`config.mk`:
```
export PLATFORM = sky130hd
export DESIGN_NAME = kns_cell
export DESIGN_NICKNAME = d
export VERILOG_FILES = /design/src/sv/k_nearest_point_selection_defines.svh /design/src/sv/kns_pkg.sv /design/src/sv/kns_cell.sv
export SDC_FILE = /design/constraint.sdc
export NUM_CORES = 1
export LEC_CHECK = 0
export BUFFER_PORTS_ARGS = -buffer_cell sky130_fd_sc_hd__buf_2
export CAP_MARGIN = 10
export CORE_AREA = 2 2 231 233
export CTS_CLUSTER_DIAMETER = 200
export DETAILED_ROUTE_END_ITERATION = 10
export DIE_AREA = 0 0 233 235
export PLACE_DENSITY_LB_ADDON = 0.12
export SYNTH_ARGS = -nofsm -noshare
export SYNTH_HDL_FRONTEND = slang
export SYNTH_SLANG_ARGS = --single-unit
```
`constraint.sdc`:
```
create_clock -name clk -period 19.4 [get_ports clk]
set_input_delay 3.88 -clock clk [delete_from_list [all_inputs] [get_ports clk]]
set_output_delay 3.88 -clock clk [all_outputs]
set_load 0.01 [all_outputs]
```
`src/sv/k_nearest_point_selection_defines.svh`:
```
// Assertion macros for the k-nearest point selection block.
// Used by the top level; expects clk and rst_n in scope.
`ifndef K_NEAREST_POINT_SELECTION_DEFINES_SVH
`define K_NEAREST_POINT_SELECTION_DEFINES_SVH

// checked property, off while in reset
`define KNS_ASSERT(lbl, prop, msg) \
    lbl: assert property (@(posedge clk) disable iff (!rst_n) prop) else $error(msg);

// checked property, also during reset
`define KNS_ASSERT_ALWAYS(lbl, prop, msg) \
    lbl: assert property (@(posedge clk) prop) else $error(msg);

`endif

```
`src/sv/kns_pkg.sv`:
```
// Shared types and constants of the k-nearest point selection block.
// No dependencies.
`default_nettype none

package kns_pkg;

    localparam int MAX_KEEP    = 16;
    localparam int COORD_W     = 24;
    localparam int INDEX_W     = 24;
    localparam int KEEP_W      = 5;
    localparam int RANK_W      = 4;
    localparam int CFG_IDX_W   = 2;
    localparam int DIFF_W      = COORD_W + 1;
    localparam int DIST_W      = 2 * DIFF_W;
    localparam int COUNT_W     = $clog2(MAX_KEEP + 1);

    localparam logic [CFG_IDX_W-1:0] REG_QUERY_X    = 2'd0;
    localparam logic [CFG_IDX_W-1:0] REG_QUERY_Y    = 2'd1;
    localparam logic [CFG_IDX_W-1:0] REG_QUERY_Z    = 2'd2;
    localparam logic [CFG_IDX_W-1:0] REG_KEEP_COUNT = 2'd3;

    typedef struct packed {
        logic [DIST_W-1:0]         sq_dist;
        logic [INDEX_W-1:0]        idx;
        logic signed [COORD_W-1:0] x;
        logic signed [COORD_W-1:0] y;
        logic signed [COORD_W-1:0] z;
    } entry_t;

    typedef struct packed {
        logic   valid;
        logic   last;
        entry_t ent;
    } cand_t;

    typedef struct packed {
        logic ins;
        logic pop;
        logic valid;
        logic in_range;
        logic at_fill;
    } cell_ctl_t;

endpackage

`default_nettype wire

```
`src/sv/kns_cell.sv`:
```
// One slot of the sorted chain: compares, inserts, shifts up on insert, down on drain.
// Depends on kns_pkg.
`default_nettype none

module kns_cell (
    input  wire logic                       clk,
    input  wire kns_pkg::cell_ctl_t         ctl,
    input  wire logic                       prev_hit,
    input  wire kns_pkg::entry_t            new_ent,
    input  wire kns_pkg::entry_t            left_ent,
    input  wire kns_pkg::entry_t            right_ent,
    output logic                            hit,
    output kns_pkg::entry_t                 ent
);

    kns_pkg::entry_t ent_reg, ent_next;
    logic            le;

    assign le  = ctl.valid && (new_ent.sq_dist <= ent_reg.sq_dist);
    assign hit = prev_hit || le;
    assign ent = ent_reg;

    always_comb
    begin
        ent_next = ent_reg;
        if (ctl.ins && ctl.in_range)
        begin
            if (prev_hit)
                ent_next = left_ent;
            else if (le || ctl.at_fill)
                ent_next = new_ent;
        end
        else if (ctl.pop)
        begin
            ent_next = right_ent;
        end
    end

    always_ff @(posedge clk)
    begin
        ent_reg <= ent_next;
    end

endmodule

`default_nettype wire

```
==> flow_summary.json, run 1 <==
{
  "r2r_start": "ent[129]",
  "synth_edf_count": 146,
  "h-tree-depth": 4,
  "ys_top_cells_by_area": "edfxtp_1 51%, mux2i_1 17%, a21oi_1 9.8%, ha_1 7.2%, nor2_1 6.5%",
  "hold_violations": 0,
  "worstHoldStart": "ent[96]",
  "ys.flop_type": "edfxtp_1",
  "reg2reg_to": "ent[51]",
  "yosys.area.top_type_share_pct": 50.8,
  "worst_pin_slew_ps": 970,
  "gr-total-overflow": 0,
  "hold_path_class": "reg -> reg",
  "grt_max_degree": 96,
  "start_kind": "input pin",
  "ir_worst_vdd_mv": 0.0659,
  "hold_depth": 6,
  "nets": 1882,
  "dpl.hpwl_mm": 29.5,
  "core_region_area_um2": 52200,
  "cts_made_buffers": 17,
  "drive_above_1_share_pct": 45.3,
  "hold_path_end": "ent[99]",
  "avgViaCountPerCell": 3.94,
  "gp_congestion": 0.835,
  "slew_headroom_pct": 35.3,
  "largest_register_ffs": 146,
  "grt_pass1_vias": 8513,
  "postCtsSetupBuffers": 0,
  "synthesis.nets": 1314,
  "grt_pass1_wl_mm": 51.7,
  "clk_path_buf_depth": 2,
  "status": "finished clean",
  "path_clk_slew_ps": 60,
  "io_buffer_count": 591,
  "worstSetupPathType": "in -> out",
  "fin_worst_skew_ps": 10.3,
  "power_density_nw_per_um2": 73.2,
  "track_usage_pct": 13.1,
  "ys_seq_area_share_pct": 50.8,
  "dieArea_um2": 54800,
  "cts_sinks": 146,
  "wl_met1_mm": 13.8,
  "clkLatencyLatePin_ps": 480,
  "drv_slew": 0,
  "cts_tree": "yes",
  "first_pass_iters": 4,
  "cp_data_arrival_time_ps": 5890,
  "tns_ps": 0,
  "timing.final.crit_period_ps": 9770,
  "die_y_um": 235,
  "rsz0062_at_grt": "no",
  "rrSetupSlack_ps": 15350,
  "leakage_nw": 6.22,
  "worst-path-max-fanout": 3,
  "netlist_instances": 819,
  "synth_warnings": 0,
  "drtIter0Drc": 254,
  "antenna_found_initial": 11,
  "final_util_pct": 24.8,
  "hold_buffers": 0,
  "start_util_pct": 16.5,
  "cp_data_required_time_ps": 15520,
  "netlist-cell-type-count": 33,
  "drt_wl_total_mm": 36.3,
  "highest_layer": "met5",
  "rows": 84,
  "finalSetupViolations": 0,
  "cts-resized-gates": 0,
  "wl_met3_mm": 3.18,
  "vias": 8248,
  "syn_area_um2": 8630,
  "syn_to_final_growth_pct": 49.9,
  "synth_area_leader_cell": "edfxtp_1",
  "fmax_mhz": 102,
  "root_buffer": "clkbuf_16",
  "drc_errors": 0,
  "cp-end-kind": "primary output",
  "syn_area_per_cell_um2": 10.5,
  "ys_ff_latch": 146,
  "r2r_cells": 10,
  "ant_nets": 0,
  "cap_violations": 0,
  "wl_per_cell_um": 17.3,
  "fp.dieW_um": 233,
  "ios": 592,
  "timing.hold.ws_ps": 1690,
  "met2_length_mm": 18.2,
  "async_flop_share_pct": 0,
  "fin_crit_sh_pct": 50.4
}
==> how the worst max path moves through the flow <==
stage | slack [ps] | endpoint | cells after the start | start
after global routing | 9460 | hit | 10 | new_ent[129]
after detailed placement | 9550 | hit | 10 | new_ent[129]
final | 9630 | hit | 10 | new_ent[129]
after global placement | 9570 | hit | 10 | new_ent[129]
after CTS | 9540 | hit | 10 | new_ent[129]
after floorplan | 6140 | ent[0] | 8 | new_ent[103]
==> cells by family after synthesis <==
kind of cell,Yosys count,synth area share [%]
DFF,146,50.8
and+or+nand+nor,186,8.87
muxes,147,17.0
buffers and inverters,102,4.62
adders and majority gates,50,7.25
AOI/OAI and AO/OA,188,11.4
==> power by group <==
| part | internal [mW] | total [mW] | switching, mW |
|---|---|---|---|
| registers | 0.384 | 0.393 | 0.00916 |
| clock network | 0.201 | 0.347 | 0.146 |
| logic | 0.0911 | 0.206 | 0.115 |
==> through the flow <==
stage | total power, mW | worst slack [ps] | cell area (µm²) | cells
CTS | 0.972 | 9540 | 12900 | 2088
detailed placement | 0.612 | 9550 | 12300 | 2056
finish | 0.947 | 9630 | 12900 | 2094
global placement | 0.613 | 9570 | 12300 | 2056
floorplan | 0.506 | 6140 | 8630 | 819
global route | 1.00 | 9460 | 12900 | 2091
==> critical path: stages <==
cell      delay [ps]
buf_2            110
ha_1             310
nand4_1          160
nor2_2           250
nand4_1          150
or4_1            470
mux2i_1          160
o21ai_1          140
nand2b_1         110
buf_2            140
==> layer usage <==
layer | GRT usage (%) | vias to the layer above
met3 | 5.22 | 51
li1 | - | 4117
met4 | 5.69 | 6
met2 | 23.0 | 352
met5 | 0 | -
met1 | 13.7 | 3722
==> final cells by class <==
cell class                      count  area, µm²
Fill cell                        5762      39300
Sequential cell                   146       4380
Multi-Input combinational cell    571       3860
Timing Repair Buffer              599       3030
Tap cell                          688        861
Clock buffer                       18        429
Inverter                           52        195
Clock inverter                     14        164
Antenna cell                        6       15.0
==> placed cells by master (no fill, tap or decap), drive strengths merged, types with 7 or more instances in the layout <==
cell type and count:
ha 50, nand2 14, clkinv 7, nand4 10
edfxtp 146, buf 598, clkbuf 19, nor2 151
a21oi 169, inv 53, o21ai 8, mux2i 147
==> Yosys cell counts, types with 2 or more instances <==
cell type,count
nand2b_1,2
nand2_1,14
edfxtp_1,146
a21oi_1,169
buf_2,13
inv_1,52
o21ai_1,3
mux2i_1,147
o21ai_0,5
nor2_1,150
buf_1,6
o21a_1,2
nand4_1,10
ha_1,50
nand3_1,2
clkbuf_1,31
No activity file was read; power rests on OpenSTA's default activity.
==> run 2, diff against run 1 <==
ABC_AREA = 1   (was default)
CORE_AREA = 2 2 232 234   (was 2 2 231 233)
DIE_AREA = 0 0 234 236   (was 0 0 233 235)
clock period = 8.8 ns   (was 19.4 ns; I/O delays follow)
==> run 2 against run 1 <==
Global-route usage grew 2.4 points. Clock skew grew 2.2 ps. Critical path type unchanged. Routed wire length grew 19%. Final area shrank 0.55%. Largest cell class unchanged. Highest routed layer unchanged.
==> flow_summary.json, run 2 <==
{
  "status": "finished clean",
  "io_buffer_count": 591,
  "synthesis.nets": 1526,
  "fp.dieW_um": 234,
  "postCtsSetupBuffers": 0,
  "slew_headroom_pct": 35.8,
  "hold_path_class": "reg -> reg",
  "finalSetupViolations": 0,
  "path_clk_slew_ps": 60,
  "worst_pin_slew_ps": 963,
  "drv_slew": 0,
  "ys.flop_type": "edfxtp_1",
  "synth.most_common_cell": "a21oi_1",
  "avgViaCountPerCell": 4.13,
  "async_flop_share_pct": 0,
  "drive_above_1_share_pct": 40.4,
  "fillers": 6025,
  "fin_worst_skew_ps": 12.5,
  "grt_max_degree": 91,
  "gp_congestion": 0.797,
  "h-tree-depth": 4,
  "track_usage_pct": 15.5,
  "synth_warnings": 0,
  "synth_xor_xnor_area_share_pct": 0,
  "rrSetupSlack_ps": 5410,
  "fin_crit_sh_pct": 58.4,
  "rsz0062_at_grt": "no",
  "fmax_mhz": 195,
  "postPlaceCellArea_um2": 12300,
  "yosys.area_share.simple_pct": 17.2,
  "gr-total-overflow": 0,
  "drc_errors": 0,
  "synth_compound_area_share_pct": 18.7,
  "ys_top_cells_by_count": "311 x a21oi_1, 199 x nand2_1, 157 x nor2_1, 146 x edfxtp_1, 68 x inv_1",
  "first_pass_iters": 4,
  "ys_seq_area_share_pct": 50.7,
  "hold_depth": 9,
  "synth_top_family_by_area": "compound AO/OA/AOI/OAI gates",
  "clk_path_buf_depth": 2,
  "dp_cells": 2261,
  "syn_area_per_cell_um2": 8.39,
  "netlist_instances": 1031,
  "layout_commonest_cell": "buf_2",
  "hold_violations": 0,
  "cap_violations": 0,
  "nets": 2079,
  "cts-resized-gates": 0,
  "power_density_nw_per_um2": 162,
  "vias": 9473,
  "yosys-mux-area-fraction_pct": 0,
  "grt_pass1_wl_mm": 62.1,
  "ios": 592,
  "timing.hold.ws_ps": 1570,
  "largest_register_ffs": 146,
  "cts_tree": "yes",
  "seq_area_um2": 4380,
  "yosys.area.top_type_share_pct": 50.7,
  "clkLatencyLatePin_ps": 480,
  "ys_top_cells_by_area": "edfxtp_1 51%, a21oi_1 18%, nand2_1 8.6%, ha_1 7.2%, nor2_1 6.8%",
  "grt_pass1_vias": 9877,
  "synth_area_leader_cell": "edfxtp_1",
  "ant_nets": 0,
  "tns_ps": 0,
  "synthAdderAreaFrac_pct": 7.23,
  "netlist-cell-type-count": 24,
  "wl_per_cell_um": 18.8,
  "leakage_nw": 6.15,
  "hold_buffers": 0,
  "timing.final.crit_period_ps": 5140,
  "dieArea_um2": 55200,
  "cp_data_arrival_time_ps": 3380,
  "worstSetupPathType": "in -> out",
  "start_util_pct": 16.3,
  "ir_worst_vdd_mv": 0.134,
  "cp_data_required_time_ps": 7040,
  "syn_to_final_growth_pct": 48.8,
  "multi_input_area_um2": 3730,
  "mostFrequentLayoutCells": "590 x buf_2, 311 x a21oi_1, 198 x nand2_1",
  "dpl.hpwl_mm": 33.3,
  "die_y_um": 236,
  "ys_ff_latch": 146,
  "rows": 85,
  "syn_area_um2": 8650,
  "drt_wl_total_mm": 43.1,
  "worst-path-max-fanout": 2,
  "cp-end-kind": "primary output",
  "drtIter0Drc": 373,
  "core_region_area_um2": 53100,
  "power.total_mw": 2.08,
  "synth_edf_count": 146,
  "cts_sinks": 146,
  "cts_made_buffers": 17,
  "start_kind": "input pin",
  "antenna_found_initial": 12,
  "layout.cells.non_filler": 2296,
  "design_area_um2": 12900,
  "root_buffer": "clkbuf_16",
  "r2r_cells": 16
}
-- run 2: cell type report --
cell class	count	area share (%)
timing repair buffer	598	23.4
clock buffer	18	3.33
inverter	72	2.22
antenna	3	0.0583
sequential	146	34.1
multi-input combinational	749	29.0
clock inverter	14	1.10
tap	696	6.77
-- run 2: metal layers --
layer	global-route usage, %	routed length, µm	vias to the layer above
met5	0	64	-
met3	5.25	3500	44
met1	17.6	17200	4407
met4	4.97	689	10
met2	27.0	21700	374
li1	-	-	4638
-- run 2: critical path, cell delays in order --
cell,delay [ps]
buf_2,110
ha_1,290
nand2_1,80
o21ai_0,390
nor2_1,130
nand3_1,120
nand2_1,50
nand3_1,60
nand2_1,70
nand2_1,80
nand2_1,50
buf_2,170
-- run 2: cells by family (layout without fill, tap and decap cells) --
logic type	count (synthesis)	in the layout
compound gates	320	320
fa+ha+maj	50	50
buf+inv	136	702
flops	146	146
other cells	0	3
simple gates	379	379
-- run 2: path summary, 6_finish.rpt --
path / startpoint / to
worst max register to register: ent[105] / ent[105]
worst min register to register: ent[96] / ent[128]
worst max-delay path: new_ent[113] / hit
worst min-delay path: ent[96] / ent[128]
-- run 2: power by group --
part           switching [mW]  internal (mW)  total [mW]
sequential             0.0222          0.847       0.869
clock                   0.350          0.396       0.746
combinational           0.280          0.186       0.465
-- run 2: metrics by stage --
stage          util [%]  setup slack, ps
2_1_floorplan         -             2680
3_3_place_gp       23.2             3570
3_5_place_dp       23.2             3590
4_1_cts            24.2             3580
5_1_grt            24.2             3440
6_report           24.2             3660
==> run 3, diff against run 2 <==
clock period = 4.4 ns   (was 8.8 ns; I/O delays follow)
==> run 3 against run 2 <==
Combinational power grew 110%. Routed wire length is 5.0% higher. Setup slack got worse by 2700 ps. Largest cell class unchanged. Cell count is 0.35% higher. Clock power increased by 100%. Die area did not move. First-iteration DRC count grew 7.2%.
==> flow_summary.json, run 3 (synthesis results as in run 2) <==
{
  "vias": 9569,
  "status": "finished clean",
  "timing.hold.ws_ps": 700,
  "power_density_nw_per_um2": 320,
  "ir_worst_vdd_mv": 0.248,
  "drv_slew": 0,
  "hold_path_class": "in -> reg",
  "ant_nets": 0,
  "worstSetupPathType": "in -> out",
  "fin_crit_sh_pct": 78.6,
  "gp_congestion": 0.871,
  "cts_tree": "yes",
  "cp_data_required_time_ps": 3520,
  "layout.cells.non_filler": 2304,
  "cap_violations": 0,
  "grt_max_degree": 145,
  "path_buf_inv": 2,
  "grt_pass1_vias": 9793,
  "hold_buffers": 0,
  "cp_slowest_cell": "o21ai_0",
  "cpMostUsedCell": "nand2_1",
  "fin_worst_skew_ps": 34.9,
  "slowest_delay_ps": 450,
  "drtIter0Drc": 400,
  "power.total_mw": 4.21,
  "core_region_area_um2": 53100,
  "rows": 85,
  "gr-total-overflow": 0,
  "hold_violations": 0,
  "worst-path-max-fanout": 2,
  "cts_made_buffers": 17,
  "fp.dieW_um": 234,
  "ios": 592,
  "start_kind": "input pin",
  "avgViaCountPerCell": 4.15,
  "track_usage_pct": 16.2,
  "syn_to_final_growth_pct": 52.2,
  "rrSetupSlack_ps": 1380,
  "cts_sinks": 146,
  "mostFrequentLayoutCells": "590 x buf_2, 311 x a21oi_1, 197 x nand2_1",
  "io_buffer_count": 591,
  "first_pass_iters": 5,
  "postCtsSetupBuffers": 0,
  "start_util_pct": 16.3,
  "drc_errors": 0,
  "wl_per_cell_um": 19.7,
  "cp-end-kind": "primary output",
  "dieArea_um2": 55200,
  "antenna_found_initial": 25,
  "largest_register_ffs": 146,
  "path_cells": "buf_2 -> ha_1 -> nand2_1 -> o21ai_0 -> nor2_1 -> nand3_1 -> nand2_1 -> nand3_1 -> nand2_1 -> nand2_1 -> nand2_1 -> buf_2",
  "rsz0062_at_grt": "no",
  "leakage_nw": 6.21,
  "dp_cells": 2268,
  "h-tree-depth": 4,
  "slew_headroom_pct": 37.8,
  "drt_wl_total_mm": 45.3,
  "path_clk_slew_ps": 70,
  "nets": 2086,
  "timing.final.crit_period_ps": 3460,
  "grt_pass1_wl_mm": 63.9,
  "drive_above_1_share_pct": 41.6,
  "crit_family": "simple AND/OR/NAND/NOR gates",
  "clkLatencyLatePin_ps": 500,
  "fmax_mhz": 289,
  "cts-resized-gates": 0,
  "die_y_um": 236,
  "worst_pin_slew_ps": 934,
  "clk_path_buf_depth": 2,
  "root_buffer": "clkbuf_16",
  "final_util_pct": 24.8,
  "dpl.hpwl_mm": 35.2,
  "cp_data_arrival_time_ps": 2580,
  "layout_commonest_cell": "buf_2",
  "finalSetupViolations": 0
}
## run 3: metrics by stage
stage | setup TNS [ps] | setup slack [ps] | instance area (µm²)
after global placement | 0 | 625 | 12600
final | 0 | 942 | 13200
after floorplan | -14100 | -96.6 | 8810
after CTS | 0 | 861 | 13200
after detailed placement | 0 | 688 | 12600
after global routing | 0 | 743 | 13200
## run 3: worst paths after layout
kind,start,depth (start not counted),end
worst min register to register,ent[96],11,ent[106]
worst max register to register,ent[113],15,ent[124]
worst min-delay path,right_ent[61],3,ent[61]
worst max-delay path,new_ent[113],12,hit
## run 3: cell type report
cell class              count  area [µm²]
fillers                  5961       39900
flip-flops and latches    146        4380
multi-input cells         749        3890
repair buffers            605        3150
well taps                 696         871
clock buffers              17         425
inverters                  72         279
clock inverters            15         148
diodes                      4        10.0
## run 3: worst register-to-register path: stages (launching register included)
cell        delay [ps]
edfxtp_1           370
inv_1               80
ha_1               300
nand2_1             80
o21ai_0            450
nor2_1             110
nand3_1            140
nand2_1             70
nand3_1             60
nand2_1             50
nand2_1             70
nand3_1             70
nand2_1            120
clkinvlp_4         300
buf_12             280
buf_12             190
## run 3: where the power goes
part / total [mW] / internal (mW) / switching, mW
logic: 0.980 / 0.400 / 0.580
clock network: 1.50 / 0.792 / 0.703
registers: 1.74 / 1.69 / 0.0434
total: 4.21 / 2.88 / 1.33
## run 3: routing by layer
metal | up-vias | part of all wire (%) | track usage (%)
met5 | - | 0.28 | 0
met1 | 4432 | 38 | 17.3
met3 | 73 | 8.4 | 6.38
met2 | 394 | 52 | 29.1
li1 | 4650 | - | -
met4 | 20 | 1.8 | 4.47
